--- src/hdl/mss_pkg.sv ---
// Package: types, constants and the exponential table builder of the sampler.
package mss_pkg;

	localparam int EXP_TABLE_BITS_DEF = 10;

	localparam int POS_W  = 24;
	localparam int STEP_W = 23;
	localparam int IV_W   = 16;
	localparam int U_W    = 16;
	localparam int ENT_W  = 16;
	localparam int CNT_W  = 32;
	localparam int SUM_W  = 64;
	localparam int IN_W   = 32;
	localparam int OUT_W  = 224;
	localparam int CFG_IDX_W  = 3;
	localparam int CFG_DATA_W = 24;

	// Configuration register indexes
	localparam logic [CFG_IDX_W-1:0] REG_STEP_HALF  = 3'd0;
	localparam logic [CFG_IDX_W-1:0] REG_INIT_POS   = 3'd1;
	localparam logic [CFG_IDX_W-1:0] REG_OFFSET_A   = 3'd2;
	localparam logic [CFG_IDX_W-1:0] REG_OFFSET_B   = 3'd3;
	localparam logic [CFG_IDX_W-1:0] REG_INV_VAR_A  = 3'd4;
	localparam logic [CFG_IDX_W-1:0] REG_INV_VAR_B  = 3'd5;

	// Reset values
	localparam logic [STEP_W-1:0]        RST_STEP_HALF = 23'd32768;
	localparam logic signed [POS_W-1:0]  RST_INIT_POS  = 24'sd655360;
	localparam logic signed [POS_W-1:0]  RST_OFFSET_A  = -24'sd327680;
	localparam logic signed [POS_W-1:0]  RST_OFFSET_B  = 24'sd327680;
	localparam logic [IV_W-1:0]          RST_INV_VAR   = 16'd4096;

	localparam logic [63:0] EXP_M1_Q32 = 64'd1580030169;

	// Term issue order
	localparam logic [1:0] TERM_PROP_A = 2'd0;
	localparam logic [1:0] TERM_PROP_B = 2'd1;
	localparam logic [1:0] TERM_CUR_A  = 2'd2;
	localparam logic [1:0] TERM_CUR_B  = 2'd3;

	typedef enum logic [2:0] {
		ST_IDLE,
		ST_PROP,
		ST_ISSUE,
		ST_DRAIN,
		ST_DECIDE,
		ST_COMMIT,
		ST_ACCUM,
		ST_WRITE
	} state_t;

	typedef struct packed {
		logic       load_in;
		logic       calc_prop;
		logic       issue;
		logic [1:0] issue_sel;
		logic       decide;
		logic       commit;
		logic       accum;
		logic       write_out;
	} cmd_t;

	typedef struct packed {
		logic terms_done;
		logic out_free;
	} status_t;

	// Table entry round(65535*exp(-16k/2^bits)), Taylor series in Q32
	function automatic logic [ENT_W-1:0] exp_entry(input int k, input int bits);
		logic [63:0] t;
		logic [63:0] n;
		logic [63:0] f;
		logic [63:0] term;
		logic [63:0] v;
		longint      sum;
		logic [63:0] r;
		t    = 64'(k) << (36 - bits);
		n    = t >> 32;
		f    = t & 64'hFFFF_FFFF;
		sum  = longint'(64'h1_0000_0000);
		term = 64'h1_0000_0000;
		for (int i = 1; i <= 24; i++) begin
			term = ((term * f) >> 32) / 64'(i);
			if ((i % 2) == 1)
				sum = sum - longint'(term);
			else
				sum = sum + longint'(term);
		end
		if (sum < 0)
			sum = 0;
		v = 64'(sum);
		for (int j = 0; j < 16; j++) begin
			if (64'(j) < n)
				v = (v * EXP_M1_Q32 + 64'h8000_0000) >> 32;
		end
		r = (v * 64'd65535 + 64'h8000_0000) >> 32;
		return r[ENT_W-1:0];
	endfunction

endpackage

--- src/hdl/mss_ctrl.sv ---
// Controller: sequences one sampler step through the datapath.
module mss_ctrl import mss_pkg::*; (
	input  logic    clk,
	input  logic    arst_n,
	input  logic    s_tvalid,
	output logic    s_tready,
	input  status_t status,
	output cmd_t    cmd
);

	state_t     state_q;
	state_t     state_d;
	logic [1:0] cnt_q;
	logic [1:0] cnt_d;

	always_ff @(posedge clk or negedge arst_n) begin
		if (!arst_n) begin
			state_q <= ST_IDLE;
			cnt_q   <= '0;
		end else begin
			state_q <= state_d;
			cnt_q   <= cnt_d;
		end
	end

	// Next state and commands
	always_comb begin
		state_d  = state_q;
		cnt_d    = cnt_q;
		cmd      = '0;
		s_tready = 1'b0;
		unique case (state_q)
			ST_IDLE: begin
				s_tready = 1'b1;
				if (s_tvalid) begin
					cmd.load_in = 1'b1;
					state_d     = ST_PROP;
				end
			end
			ST_PROP: begin
				cmd.calc_prop = 1'b1;
				cnt_d         = '0;
				state_d       = ST_ISSUE;
			end
			ST_ISSUE: begin
				cmd.issue     = 1'b1;
				cmd.issue_sel = cnt_q;
				cnt_d         = cnt_q + 1'b1;
				if (cnt_q == TERM_CUR_B)
					state_d = ST_DRAIN;
			end
			ST_DRAIN: begin
				if (status.terms_done)
					state_d = ST_DECIDE;
			end
			ST_DECIDE: begin
				cmd.decide = 1'b1;
				state_d    = ST_COMMIT;
			end
			ST_COMMIT: begin
				cmd.commit = 1'b1;
				state_d    = ST_ACCUM;
			end
			ST_ACCUM: begin
				cmd.accum = 1'b1;
				state_d   = ST_WRITE;
			end
			ST_WRITE: begin
				if (status.out_free) begin
					cmd.write_out = 1'b1;
					state_d       = ST_IDLE;
				end
			end
			default: state_d = ST_IDLE;
		endcase
	end

endmodule

--- config.mk ---
export PLATFORM = sky130hd
export DESIGN_NAME = mss_ctrl
export DESIGN_NICKNAME = d
export VERILOG_FILES = /design/src/hdl/mss_pkg.sv /design/src/hdl/mss_ctrl.sv
export SDC_FILE = /design/constraint.sdc
export NUM_CORES = 1
export LEC_CHECK = 0
export BUFFER_PORTS_ARGS = -buffer_cell sky130_fd_sc_hd__buf_2
export CAP_MARGIN = 0
export CORE_AREA = 10 10 47 49
export CTS_BUF_LIST = sky130_fd_sc_hd__clkbuf_8
export CTS_CLUSTER_SIZE = 25
export DETAILED_ROUTE_END_ITERATION = 16
export DIE_AREA = 0 0 57 59
export PLACE_DENSITY_LB_ADDON = 0.05
export SYNTH_ARGS = -nofsm -noshare
export SYNTH_HDL_FRONTEND = slang
export SYNTH_SLANG_ARGS = --single-unit
--- constraint.sdc ---
create_clock -name clk -period 2.7 [get_ports clk]
set_clock_uncertainty 0.1 [all_clocks]
set_input_delay 0.135 -clock clk [delete_from_list [all_inputs] [get_ports clk]]
set_output_delay 0.135 -clock clk [all_outputs]
set_load 0.05 [all_outputs]
=== Yosys cells after proc, flatten, opt, wreduce, memory -nomap -nowiden ===
Index checks and enable logic that the tools add are counted.

* Word-level logic and storage cells: 34
* Latch bits: 0
* Register bits after elaboration: 5
* Memories kept: 0
* Memory bits (read-only): 0
* Bits in writable memories: 0

* Bitwise operators: 0
* $add $sub $neg: 1
* Reductions and logical operators: 3
* Equality and inequality tests: 12
* Divide/modulo/power cells: 0
* Shift-type cells: 0
* Magnitude comparators: 0
* Muxes and demuxes: 16
* $mul: 0

{| class="wikitable"
|+ Operators with widths
! cell !! number
|-
| $pmux W3 S8 || 1
|-
| $mux W3 || 5
|-
| $eq A3 B3 Y1 const B || 4
|-
| $mux W1 || 9
|-
| $ne A2 B2 Y1 const B || 4
|-
| $eq A3 B2 Y1 const B || 2
|-
| $pmux W2 S2 || 1
|-
| $reduce_and A4 Y1 || 1
|-
| $eq A3 B1 Y1 const B || 1
|-
| $logic_not A3 Y1 || 1
|-
| $add A2 B1 Y2 const B || 1
|-
| $eq A2 B2 Y1 const B || 1
|-
| $reduce_bool A2 Y1 || 1
|}

=== Longest topological paths before layout ===
* Depth in word-level cells: 3
* Gate-level depth with buffers: 4
* Gate-level depth less buffers: 3

=== Least setup slack after synthesis ===
Ideal clock, no wire load.

* Path type: register -> output
* From: register state_q[1]
* To: output cmd[8] in the netlist's numbering
* Cell stages (with the launch flop): 4
* Setup slack: 0.265 ns
* Data arrival time: 2.200 ns
* Data required time: 2.465 ns
* Path through: dfrtp_1 -> buf_2 -> nor3_1 -> and2_1

{| class="wikitable"
|+ RTL lines
! what !! line !! source
|-
| start: declaration || mss_ctrl.sv:11 || <nowiki>state_t state_q;</nowiki>
|-
| start signal: assignment || mss_ctrl.sv:21 || <nowiki>state_q <= state_d;</nowiki>
|-
| end: declaration || mss_ctrl.sv:8 || <nowiki>output cmd_t cmd</nowiki>
|}

==> results.sh <==
export IMPL_grt_ovfl_total=0
export IMPL_cts_inserted_buffers=3
export IMPL_postSynthRegisterBits=5
export IMPL_grt_max_degree=17
export IMPL_synthesis_area_per_instance_um2=8.38
export IMPL_status="complete, no violations"
export IMPL_postRouteWirelength_um=953
export IMPL_number_of_nets_produced_by_synthesis=46
export IMPL_finalCritPeriodShare=0.615
export IMPL_timing_critical_path_max_delay_family="flip-flops"
export IMPL_end_kind="primary output"
export IMPL_total_negative_slack_ps=0
export IMPL_place_congestion=0.711
export IMPL_root_buffer="clkbuf_8"
export IMPL_grt_pass1_wl_um=1450
export IMPL_detail_route_antenna_nets=0
export IMPL_slew_headroom=0.712
export IMPL_drc=0
export IMPL_cts_sink_count=5
export IMPL_post_drt_via_cell_ratio=4.81
export IMPL_r2r_worst_path_cells=3
export IMPL_die_width_um=57
export IMPL_io_pin_count=15
export IMPL_post_synth_main_area_contributors="dfrtp_1 (37%), and3_1 (7.5%), nor3b_1 (6.7%)"
export IMPL_die_height_um=59
export IMPL_worstReg2RegStart="state_q[0]"
export IMPL_timing_critical_path_buf_inv=1
export IMPL_first_pass_iters=4
export IMPL_number_of_antenna_violations_at_the_first_check_in_global_routing=0
export IMPL_cts_clk_slew_worst_paths_ps=30
export IMPL_synth_top_area_cell="dfrtp_1"
export IMPL_fp_dieArea_um2=3360
export IMPL_postCtsSetupRepairBufs=0
export IMPL_core_um2=1400
export IMPL_routedWlPerCell_um=13.2
export IMPL_port_buffer_count=14
export IMPL_hold_viol=0
export IMPL_synth_sequential_area_ratio=0.373
export IMPL_reg2reg_to="cnt_q[1]"
export IMPL_worstSetupPathType="register to primary output"
export IMPL_timing_critical_path_fanout_max=16
export IMPL_max_cap_violations=0
export IMPL_holdPathEnd="state_q[2]"
export IMPL_worst_endpoint_arrival_ps=1420
export IMPL_min_delay_start="status[1]"
export IMPL_mostFrequentLayoutCell="buf_2"
export IMPL_std_cell_rows=14
export IMPL_ctsHtreeMaxLevel=1
export IMPL_setup_reg_to_reg_worst_slack_ps=1400
export IMPL_synthCells=40
export IMPL_groute_usage_overall=0.0556
export IMPL_final_cell_mix="buf_2 (14), dfrtp_1 (5), and3_1 (4), nand2_1 (4)"
export IMPL_layout_drive_gt1_share=0.304
export IMPL_final_number_of_max_transition_violations=0
export IMPL_hold_path_cell_count=3
export IMPL_fmax_mhz=602
export IMPL_yosys_cell_types_count=20
export IMPL_first_global_vias=319
export IMPL_initial_utilization=0.239
export IMPL_critical_path_max_stage_delay_ps=590
export IMPL_clk_buf_depth=2
export IMPL_design_final_nets=63
export IMPL_vias=346
export IMPL_post_synth_instance_area_um2=335
export IMPL_insertion_delay_ps=220
export IMPL_finalSetupViolCount=0
export IMPL_hold_path_class="input pin to register"
export IMPL_critical_path_startpoint_type="register"
export IMPL_yosysWarningCount=0
export IMPL_tritoncts_clock_tree="done"
export IMPL_layout_min_cycle_time_ps=1660
export IMPL_area_growth_syn_to_layout_pct=38.1
export IMPL_antennaDiodeCount=0
export IMPL_crit_chain="and2_1, and3_1, buf_2"
export IMPL_max_slew_worst_pin_slew_ps=432
export IMPL_drt_first_iter_violations=5
export IMPL_timing_critical_path_required_ps=2470
export IMPL_dp_hpwl_um=730
export IMPL_rsz_0062_raised_after_global_routing="no"
export IMPL_slowest_stage="dfrtp_1"
export IMPL_netlist_area_leader_share=0.373
==> worst max path at each step <==
stage	start	endpoint	slack, ps	cells past startpoint
after detailed placement	state_q[0]	cmd[0]	1280	3
after global placement	state_q[0]	cmd[0]	1280	3
after global routing	state_q[0]	cmd[4]	910	3
after CTS	state_q[0]	cmd[0]	1040	3
after floorplan	state_q[1]	cmd[8]	270	3
final	state_q[0]	cmd[0]	1040	3
==> layer usage <==
layer | vias to the layer above | GRT usage | wire length, um
met4 | 0 | 0.0503 | 0
met5 | - | 0 | 0
met1 | 157 | 0.0614 | 426
met2 | 14 | 0.0791 | 426
li1 | 175 | - | -
met3 | 0 | 0.0236 | 100
==> tightest hold or removal path: stages <==
cell and delay, ps:
buf_2 90, nand2b_1 80, o21ai_0 100
==> cell families after synthesis <==
kind of cell             synth area share
adder cells (fa/ha/maj)            0.0373
AO/OA/AOI/OAI                       0.160
AND/OR/NAND/NOR                     0.366
flip-flops                          0.373
buffers and inverters              0.0634
==> sequential cells by signal, summed over array words and instances, names as in the netlist <==
signal and cells:
state_q 3, cnt_q 2
==> synth_stat cells (all sizes together) <==
master   count
inv          1
or2          1
ha           1
nor2         2
and2         2
and3         4
nor3         3
o2bb2ai      2
buf          3
o21ai        1
a22oi        1
o221ai       1
a21oi        3
nand2b       1
nand3b       1
dfrtp        5
nand3        1
nor3b        3
nand2        4
==> stage by stage <==
| stage | setup slack [ps] | utilization | hold WS [ps] | instance area [um2] | cells |
|---|---|---|---|---|---|
| 2_1_floorplan | 265 | - | -261 | 335 | 40 |
| 3_3_place_gp | 1280 | 0.291 | -150 | 408 | 67 |
| 3_5_place_dp | 1280 | 0.291 | -146 | 408 | 67 |
| 4_1_cts | 1040 | 0.330 | 146 | 463 | 72 |
| 5_1_grt | 913 | 0.330 | 164 | 463 | 72 |
| 6_report | 1040 | 0.330 | 147 | 463 | 72 |
==> layout make-up <==
cell class | instances | area, um2
clock buffer | 3 | 41.3
clock inverter | 1 | 3.75
fill | 161 | 938
inverter | 1 | 3.75
multi-input combinational | 31 | 189
sequential | 5 | 125
tap | 16 | 20.0
timing repair buffer | 15 | 80.1
==> repair_timing <==
item,CTS,global route
gates resized for setup,0,0
hold buffers,1,0
hold endpoints to repair,5,0
Power is not shown: default switching activity piles up to over one toggle a cycle in this logic, so the estimate is an artifact.
